<file path="config.mk">
export PLATFORM = sky130hd
export DESIGN_NAME = tcfwa_ctrl_flat
export DESIGN_NICKNAME = d
export VERILOG_FILES = /design/src/hw/rtl/tcfwa_pkg.sv /design/src/hw/rtl/tcfwa_if.sv /design/src/hw/rtl/tcfwa_ctrl.sv /design/src/flat_wrapper.sv
export SDC_FILE = /design/constraint.sdc
export NUM_CORES = 1
export LEC_CHECK = 0
export ABC_AREA = 0
export BUFFER_PORTS_ARGS = -buffer_cell sky130_fd_sc_hd__buf_2
export CORE_ASPECT_RATIO = 0.7
export CORE_UTILIZATION = 25
export DETAILED_ROUTE_END_ITERATION = 7
export HOLD_SLACK_MARGIN = 0.05
export PLACE_DENSITY = 0.5
export SLEW_MARGIN = 30
export SYNTH_ARGS = -nofsm -noshare
export SYNTH_HDL_FRONTEND = slang
export SYNTH_SLANG_ARGS = --single-unit
</file>
<file path="constraint.sdc">
create_clock -name clk -period 8.9 [get_ports clk]
set_input_delay 2.67 -clock clk [delete_from_list [all_inputs] [get_ports clk]]
set_output_delay 2.67 -clock clk [all_outputs]
set_load 0.03 [all_outputs]
</file>
<file path="src/hw/rtl/tcfwa_pkg.sv">
// Shared types, constants and helper functions of the two-class FIFO arbiter.
`default_nettype none

package tcfwa_pkg;

  localparam int unsigned QUEUE_DEPTH = 1024;
  localparam int unsigned PTR_SPAN    = 2 * QUEUE_DEPTH;
  localparam int unsigned IDX_W       = $clog2(QUEUE_DEPTH);
  localparam int unsigned PTR_W       = $clog2(PTR_SPAN);

  localparam int unsigned ID_W        = 16;
  localparam int unsigned AGE_W       = 8;
  localparam int unsigned ENTRY_W     = ID_W + AGE_W;
  localparam int unsigned STREAK_W    = 8;
  localparam int unsigned CFG_IDX_W   = 2;
  localparam int unsigned CFG_DATA_W  = 8;

  localparam logic [AGE_W-1:0]    AGE_THRESHOLD_RESET = AGE_W'(60);
  localparam logic [STREAK_W-1:0] STREAK_LIMIT_RESET  = '0;

  localparam logic [PTR_W-1:0] PTR_LAST  = PTR_W'(PTR_SPAN - 1);
  localparam logic [PTR_W-1:0] PTR_DEPTH = PTR_W'(QUEUE_DEPTH);

  typedef logic [PTR_W-1:0]   ptr_t;
  typedef logic [IDX_W-1:0]   idx_t;
  typedef logic [ENTRY_W-1:0] entry_t;

  // Request kinds
  localparam logic KIND_ADD   = 1'b0;
  localparam logic KIND_SERVE = 1'b1;

  // Queue classes
  localparam logic CLASS_ORDINARY = 1'b0;
  localparam logic CLASS_PRIORITY = 1'b1;

  // Configuration register indexes
  localparam logic [CFG_IDX_W-1:0] REG_STREAK_LIMIT  = CFG_IDX_W'(0);
  localparam logic [CFG_IDX_W-1:0] REG_AGE_THRESHOLD = CFG_IDX_W'(1);

  typedef enum logic [1:0] {
    STATUS_ADDED   = 2'd0,
    STATUS_SERVED  = 2'd1,
    STATUS_NOTHING = 2'd2,
    STATUS_FULL    = 2'd3
  } status_t;

  typedef enum logic {
    ST_IDLE,
    ST_READ
  } state_t;

  // One memory's access for the current request
  typedef struct packed {
    logic   wr_en;
    idx_t   wr_addr;
    entry_t wr_data;
    logic   rd_en;
    idx_t   rd_addr;
  } mem_req_t;

  // Outcome of the current request as decided by the pointer logic
  typedef struct packed {
    status_t status;
    logic    served_class;
  } decision_t;

  function automatic ptr_t ptr_next(input ptr_t p);
    ptr_t r;
    if (p == PTR_LAST) begin
      r = '0;
    end else begin
      r = p + ptr_t'(1);
    end
    return r;
  endfunction

  function automatic idx_t ptr_index(input ptr_t p);
    ptr_t r;
    if (p >= PTR_DEPTH) begin
      r = p - PTR_DEPTH;
    end else begin
      r = p;
    end
    return r[IDX_W-1:0];
  endfunction

  function automatic logic ptr_full(input ptr_t head, input ptr_t tail);
    ptr_t span;
    if (tail >= head) begin
      span = tail - head;
    end else begin
      span = head - tail;
    end
    return span == PTR_DEPTH;
  endfunction

endpackage

`default_nettype wire

</file>
<file path="src/hw/rtl/tcfwa_if.sv">
// Request, response and configuration channel interfaces of the arbiter.
`default_nettype none


interface tcfwa_cfg_if;
  logic                               valid;
  logic                               ready;
  logic [tcfwa_pkg::CFG_IDX_W-1:0]    index;
  logic [tcfwa_pkg::CFG_DATA_W-1:0]   data;

  modport source (output valid, index, data, input ready);
  modport sink   (input valid, index, data, output ready);
endinterface

`default_nettype wire

</file>
<file path="src/hw/rtl/tcfwa_ctrl.sv">
// Ring pointers, streak counter, configuration registers and request decision.
`default_nettype none

module tcfwa_ctrl (
  input  wire logic                         clk,
  input  wire logic                         rst,
  tcfwa_cfg_if.sink                         cfg,
  input  wire logic                         accept,
  input  wire logic                         kind,
  input  wire logic [tcfwa_pkg::ID_W-1:0]   person_id,
  input  wire logic [tcfwa_pkg::AGE_W-1:0]  age,
  output tcfwa_pkg::mem_req_t               prio_mem,
  output tcfwa_pkg::mem_req_t               ord_mem,
  output tcfwa_pkg::decision_t              dec
);
  import tcfwa_pkg::*;

  ptr_t                 prio_head, prio_tail, ord_head, ord_tail;
  ptr_t                 prio_head_next, prio_tail_next, ord_head_next, ord_tail_next;
  logic [STREAK_W-1:0]  streak, streak_next;
  logic [STREAK_W-1:0]  streak_limit;
  logic [AGE_W-1:0]     age_threshold;

  logic prio_empty, ord_empty, prio_full, ord_full;
  logic to_prio, add_ok;
  entry_t add_entry;

  assign cfg.ready = 1'b1;

  always_ff @(posedge clk) begin
    if (rst) begin
      streak_limit  <= STREAK_LIMIT_RESET;
      age_threshold <= AGE_THRESHOLD_RESET;
    end else if (cfg.valid) begin
      unique case (cfg.index)
        REG_STREAK_LIMIT:  streak_limit  <= cfg.data;
        REG_AGE_THRESHOLD: age_threshold <= cfg.data;
        default: ;
      endcase
    end
  end

  assign prio_empty = (prio_head == prio_tail);
  assign ord_empty  = (ord_head == ord_tail);
  assign prio_full  = ptr_full(prio_head, prio_tail);
  assign ord_full   = ptr_full(ord_head, ord_tail);
  assign to_prio    = (age > age_threshold);
  assign add_ok     = to_prio ? !prio_full : !ord_full;
  assign add_entry  = {age, person_id};

  always_comb begin
    prio_head_next = prio_head;
    prio_tail_next = prio_tail;
    ord_head_next  = ord_head;
    ord_tail_next  = ord_tail;
    streak_next    = streak;
    dec            = '{status: STATUS_NOTHING, served_class: CLASS_ORDINARY};
    prio_mem       = '{wr_en: 1'b0, wr_addr: ptr_index(prio_tail), wr_data: add_entry,
                       rd_en: 1'b0, rd_addr: ptr_index(prio_head)};
    ord_mem        = '{wr_en: 1'b0, wr_addr: ptr_index(ord_tail), wr_data: add_entry,
                       rd_en: 1'b0, rd_addr: ptr_index(ord_head)};

    if (kind == KIND_ADD) begin
      dec.served_class = to_prio;
      dec.status       = add_ok ? STATUS_ADDED : STATUS_FULL;
      if (add_ok && to_prio) begin
        prio_mem.wr_en = accept;
        prio_tail_next = ptr_next(prio_tail);
      end else if (add_ok) begin
        ord_mem.wr_en = accept;
        ord_tail_next = ptr_next(ord_tail);
      end
    end else if (!(prio_empty && ord_empty)) begin
      dec.status = STATUS_SERVED;
      // Prefer priority while the streak differs from the limit; with ordinary empty, always
      if (!prio_empty && (ord_empty || streak != streak_limit)) begin
        dec.served_class = CLASS_PRIORITY;
        prio_mem.rd_en   = accept;
        prio_head_next   = ptr_next(prio_head);
        streak_next      = ord_empty ? '0 : streak + STREAK_W'(1);
      end else begin
        dec.served_class = CLASS_ORDINARY;
        ord_mem.rd_en    = accept;
        ord_head_next    = ptr_next(ord_head);
        streak_next      = '0;
      end
    end
  end

  always_ff @(posedge clk) begin
    if (rst) begin
      prio_head <= '0;
      prio_tail <= '0;
      ord_head  <= '0;
      ord_tail  <= '0;
      streak    <= '0;
    end else if (accept) begin
      prio_head <= prio_head_next;
      prio_tail <= prio_tail_next;
      ord_head  <= ord_head_next;
      ord_tail  <= ord_tail_next;
      streak    <= streak_next;
    end
  end

endmodule

`default_nettype wire

</file>
<file path="src/flat_wrapper.sv">
// flat-port wrapper written by rule: the top's interface ports become plain ports
module tcfwa_ctrl_flat import tcfwa_pkg::*;
  (clk, rst, accept, kind, person_id, age, prio_mem, ord_mem, dec, cfg_valid, cfg_index, cfg_data, cfg_ready);
  tcfwa_cfg_if cfg_i ();
  input  wire logic clk;
  input  wire logic rst;
  input  wire logic accept;
  input  wire logic kind;
  input  wire logic [tcfwa_pkg::ID_W-1:0] person_id;
  input  wire logic [tcfwa_pkg::AGE_W-1:0] age;
  output tcfwa_pkg::mem_req_t prio_mem;
  output tcfwa_pkg::mem_req_t ord_mem;
  output tcfwa_pkg::decision_t dec;
  input wire logic [$bits(cfg_i.valid)-1:0] cfg_valid;
  input wire logic [$bits(cfg_i.index)-1:0] cfg_index;
  input wire logic [$bits(cfg_i.data)-1:0] cfg_data;
  output wire logic [$bits(cfg_i.ready)-1:0] cfg_ready;
  assign cfg_i.valid = cfg_valid;
  assign cfg_i.index = cfg_index;
  assign cfg_i.data = cfg_data;
  assign cfg_ready = cfg_i.ready;
  tcfwa_ctrl u_core (.clk(clk), .rst(rst), .cfg(cfg_i), .accept(accept), .kind(kind), .person_id(person_id), .age(age), .prio_mem(prio_mem), .ord_mem(ord_mem), .dec(dec));
endmodule
</file>
# Yosys cells after proc, flatten, opt, wreduce, memory -nomap -nowiden
# Index checks and enable logic that the tools add are counted.
[totals]
ff_bits = 68
in_bits = 39
wordCells = 84
[op_classes]
n_addsub = 13
reduce_logical = 15
n_eq_ne = 10
bitwise = 4
magnitude_cmp = 7
mux = 28
[op_table]
columns = ["cell", "count"]
rows = [
  ["$eq A11 B11 Y1 const B", 6],
  ["$mux W11", 6],
  ["$add A11 B1 Y11 const B", 4],
  ["$ge A11 B11 Y1 const B", 4],
  ["$sub A11 B11 Y11", 4],
  ["$mux W10", 4],
  ["$sub A10 B1 Y10 const B", 4],
  ["$eq A11 B11 Y1", 2],
  ["$ge A11 B11 Y1", 2],
  ["$mux W8", 2],
  ["$mux W1", 13],
  ["$reduce_and A4 Y1", 3],
  ["$add A8 B1 Y8 const B", 1],
  ["$gt A8 B8 Y1", 1],
  ["$ne A8 B8 Y1", 1],
  ["$mux W3", 2],
  ["$reduce_and A3 Y1", 2],
  ["$not A1 Y1", 4],
  ["$reduce_and A2 Y1", 2],
  ["$logic_and A1 B1 Y1", 3],
  ["$logic_not A1 Y1", 3],
  ["$eq A2 B1 Y1 const B", 1],
  ["$logic_not A2 Y1", 1],
  ["$mux W2", 1],
  ["$logic_or A1 B1 Y1", 1],
]

# Depth between registers and ports, before layout
[depth]
ltp_word = 8
depth_mapped = 15

# Least setup slack after synthesis
# Ideal clock, no wire load.
[synth_path]
path_type = "input -> output"
from = "input port age[3] in the netlist's numbering"
to = "output port dec[1] in the netlist's numbering"
path_buffers = 0
setup_slack_ps = 1915
required_ps = 6230
path_stages = 8
arrival_time_ps = 4315
cell_sequence = "ha_1 a21o_1 a21oi_1 a21oi_1 o22a_1 nor3_1 a211oi_1 a31oi_1"
[synth_rtl]
columns = ["item", "line", "rtl"]
rows = [
  ["from (decl)", "flat_wrapper.sv:10", "input wire logic [tcfwa_pkg::AGE_W-1:0] age;"],
  ["to (decl)", "flat_wrapper.sv:13", "output tcfwa_pkg::decision_t dec;"],
]

==> flow_summary.yaml <==
worst_setup_path:
  start_kind: "primary input"
  reg2reg_setup_slack_ns: 5.26
  cp_max_fo: 5
  required_ns: 6.23
  crit_arrival_ns: 4.59
  end_kind: "primary output"
  ff2ff_path_depth: 11
  crit_type: "primary input to primary output"
timing:
  tns_ns: 0
  hold_viol: 0
  finalCriticalPeriod_ns: 7.255
  worst_pin_slew_ns: 0.7530
  fmax_mhz: 137.8
  skew_ns: 0.01004
  fin_ws_ns: 1.645
  rsz0062_at_grt: "false"
  setup-violations-final: 0
  slew_headroom_pct: 49.50
  min_period_over_period_pct: 81.52
  drv_slew: 0
place:
  port_buffers: 85
  routabilityCongestion: 0.8269
  dp_hpwl_um: 13720
  pre_cts_slack_ns: 1.575
synthesis:
  synth-edff-count: 0
  synthArstFlopShare_pct: 0
  syn_area_um2: 6145
  ys_seq_area_share_pct: 22.15
  avgSynthCellArea_um2: 7.700
  synth_top_flop_cell: "dfxtp_1"
  ys_types: 79
  syn-num-nets: 892
  synth_seq_cells: 68
  synth_warnings: 0
  syn_inst: 798
drt:
  wl_per_cell_um: 15.80
  wl_um: 17460
  drt_iter0_drc: 465
  vias: 5382
  ant_nets: 0
  vias_per_cell: 4.871
  drt-pass1-iter-count: 7
  drc_errors: 0
floorplan:
  die_w_um: 189.4
  die_area_um2: 25220
  core_area_um2: 23880
  rows: 47
  chipHeight_um: 133.2
  start_util_pct: 25.74
  num_io_pins: 135
cells_and_area:
  layout-drive-gt1-share_pct: 17.28
  fillers: 2660
  final_util_pct: 27.34
  layout_commonest_cell: "buf_2"
  antenna_cells: 0
  syn_to_final_growth_pct: 6.231
  final_cell_mix: "buf_2 (85), nor2_1 (74), dfxtp_1 (68)"
  fin_nets: 876
clock_tree:
  cts_tree: "done"
  path_clk_slew_ns: 0.05
  numCtsBuffers: 9
  cts-root-buf: "clkbuf_16"
  cts.path.max_buffers: 2
  ctsResizeCount: 0
  cts_hold_buf: 0
  cts_sinks: 68
  htreeDepth: 3
  clock_latency_ns: 0.34
  cts_setup_buffers: 0
grt:
  grt_pass1_wl_um: 27270
  grt_pass1_vias: 4782
  grt_overflow_total: 0
  grt_max_degree: 53
  antenna_found_initial: 0
  grtUsageTotal_pct: 13.83
min_path:
  whs_path_depth: 2
  worst_hold_path_type: "flop to flop"
pwr:
  cellLeakagePower_uw: 0.002752
  pwr_density_cell_nw_per_um2: 126.2
  power_uw: 823.9
  ir_drop_mv: 0.08058
outcome:
  outcome: "completed"
run:
  cap_violations: 0
per-stage QoR:
step	cell area (um^2)	instances	hold WS (ns)
after floorplan	6145	798	0.4634
after global placement	6200	1089	0.4770
after detailed placement	6205	1089	0.4901
after CTS	6521	1105	0.5044
after global routing	6528	1105	0.5304
final	6528	1105	0.5004
critical path: stages:
cell	delay, ns
buf_2	0.11
ha_1	0.30
a21o_1	0.18
a21oi_1	0.14
a21oi_1	0.08
o22a_1	0.27
nor3_1	0.22
a211oi_1	0.09
a31oi_1	0.26
buf_2	0.25
kinds of logic after synthesis:
kind of cell / share of synthesized area [%]
XOR/XNOR: 3.421
buffers and inverters: 16.84
multiplexers: 3.889
AND/OR/NAND/NOR: 21.61
AO/OA/AOI/OAI: 20.83
other: 0.06103
flip-flops: 22.15
adder cells (fa/ha/maj): 11.20
final cells by class:
cell class              count  area, um^2  area share (%)
clock buffers               9       225.2           3.450
clock inverters             7       91.34           1.399
inverters                  61       229.0           3.508
repair buffers             90       462.9           7.092
multi-input cells         552        3760           57.60
flip-flops and latches     68        1361           20.85
well taps                 318       397.9           6.095
cells in the mapped netlist (6+ instances only):
library cell | n | share of area (%)
nor3_1 | 19 | 1.5
o21a_1 | 8 | 0.98
dfxtp_1 | 68 | 22
nand2_1 | 52 | 3.2
a21o_1 | 9 | 1.1
buf_4 | 92 | 11
a211oi_1 | 8 | 0.98
clkbuf_1 | 14 | 0.86
mux2i_1 | 16 | 2.6
nor3b_1 | 8 | 0.98
nor2_1 | 74 | 4.5
o21ai_0 | 32 | 2.6
or3_1 | 12 | 1.2
mux2_2 | 7 | 1.3
ha_1 | 55 | 11
inv_1 | 58 | 3.5
o211ai_1 | 6 | 0.73
nor2b_1 | 7 | 0.71
xnor2_1 | 21 | 3.0
and3_1 | 18 | 1.8
nor4_1 | 8 | 0.81
nand2b_1 | 6 | 0.61
a21oi_1 | 54 | 4.4
nand3_1 | 27 | 2.2
o31ai_1 | 7 | 0.86
nand4_1 | 11 | 1.1
final timing paths:
| path | from | to |
|---|---|---|
| max reg2reg | u_core.prio_head[4]$_SDFFE_PP0P_ | u_core.prio_tail[8]$_SDFFE_PP0P_ |
| max | age[3] | dec[1] |
| min reg2reg | u_core.age_threshold[7]$_SDFFE_PP0P_ | u_core.age_threshold[7]$_SDFFE_PP0P_ |
| min | u_core.age_threshold[7]$_SDFFE_PP0P_ | u_core.age_threshold[7]$_SDFFE_PP0P_ |
where the power goes:
part           leakage, uW  internal (uW)  switching, uW
combinational      0.00205           43.6           75.7
sequential        0.000549            308           3.97
clock             0.000155            244            148
total              0.00275            596            228
layer usage:
layer / vias to the layer above / routed length [um] / GRT usage, %
li1: 2712 / - / -
met1: 2498 / 9931 / 22.34
met5: - / 0 / 0
met4: 0 / 122 / 2.464
met3: 8 / 1176 / 4.083
met2: 164 / 6232 / 17.26
flip-flops by register name, indices dropped and copies added (netlist names):
| name | count |
|---|---|
| u_core.ord_head | 11 |
| u_core.streak_limit | 8 |
| u_core.prio_tail | 11 |
| u_core.ord_tail | 11 |
| u_core.prio_head | 11 |
| u_core.streak | 8 |
| u_core.age_threshold | 8 |
No activity file was read; power rests on OpenSTA's default activity.
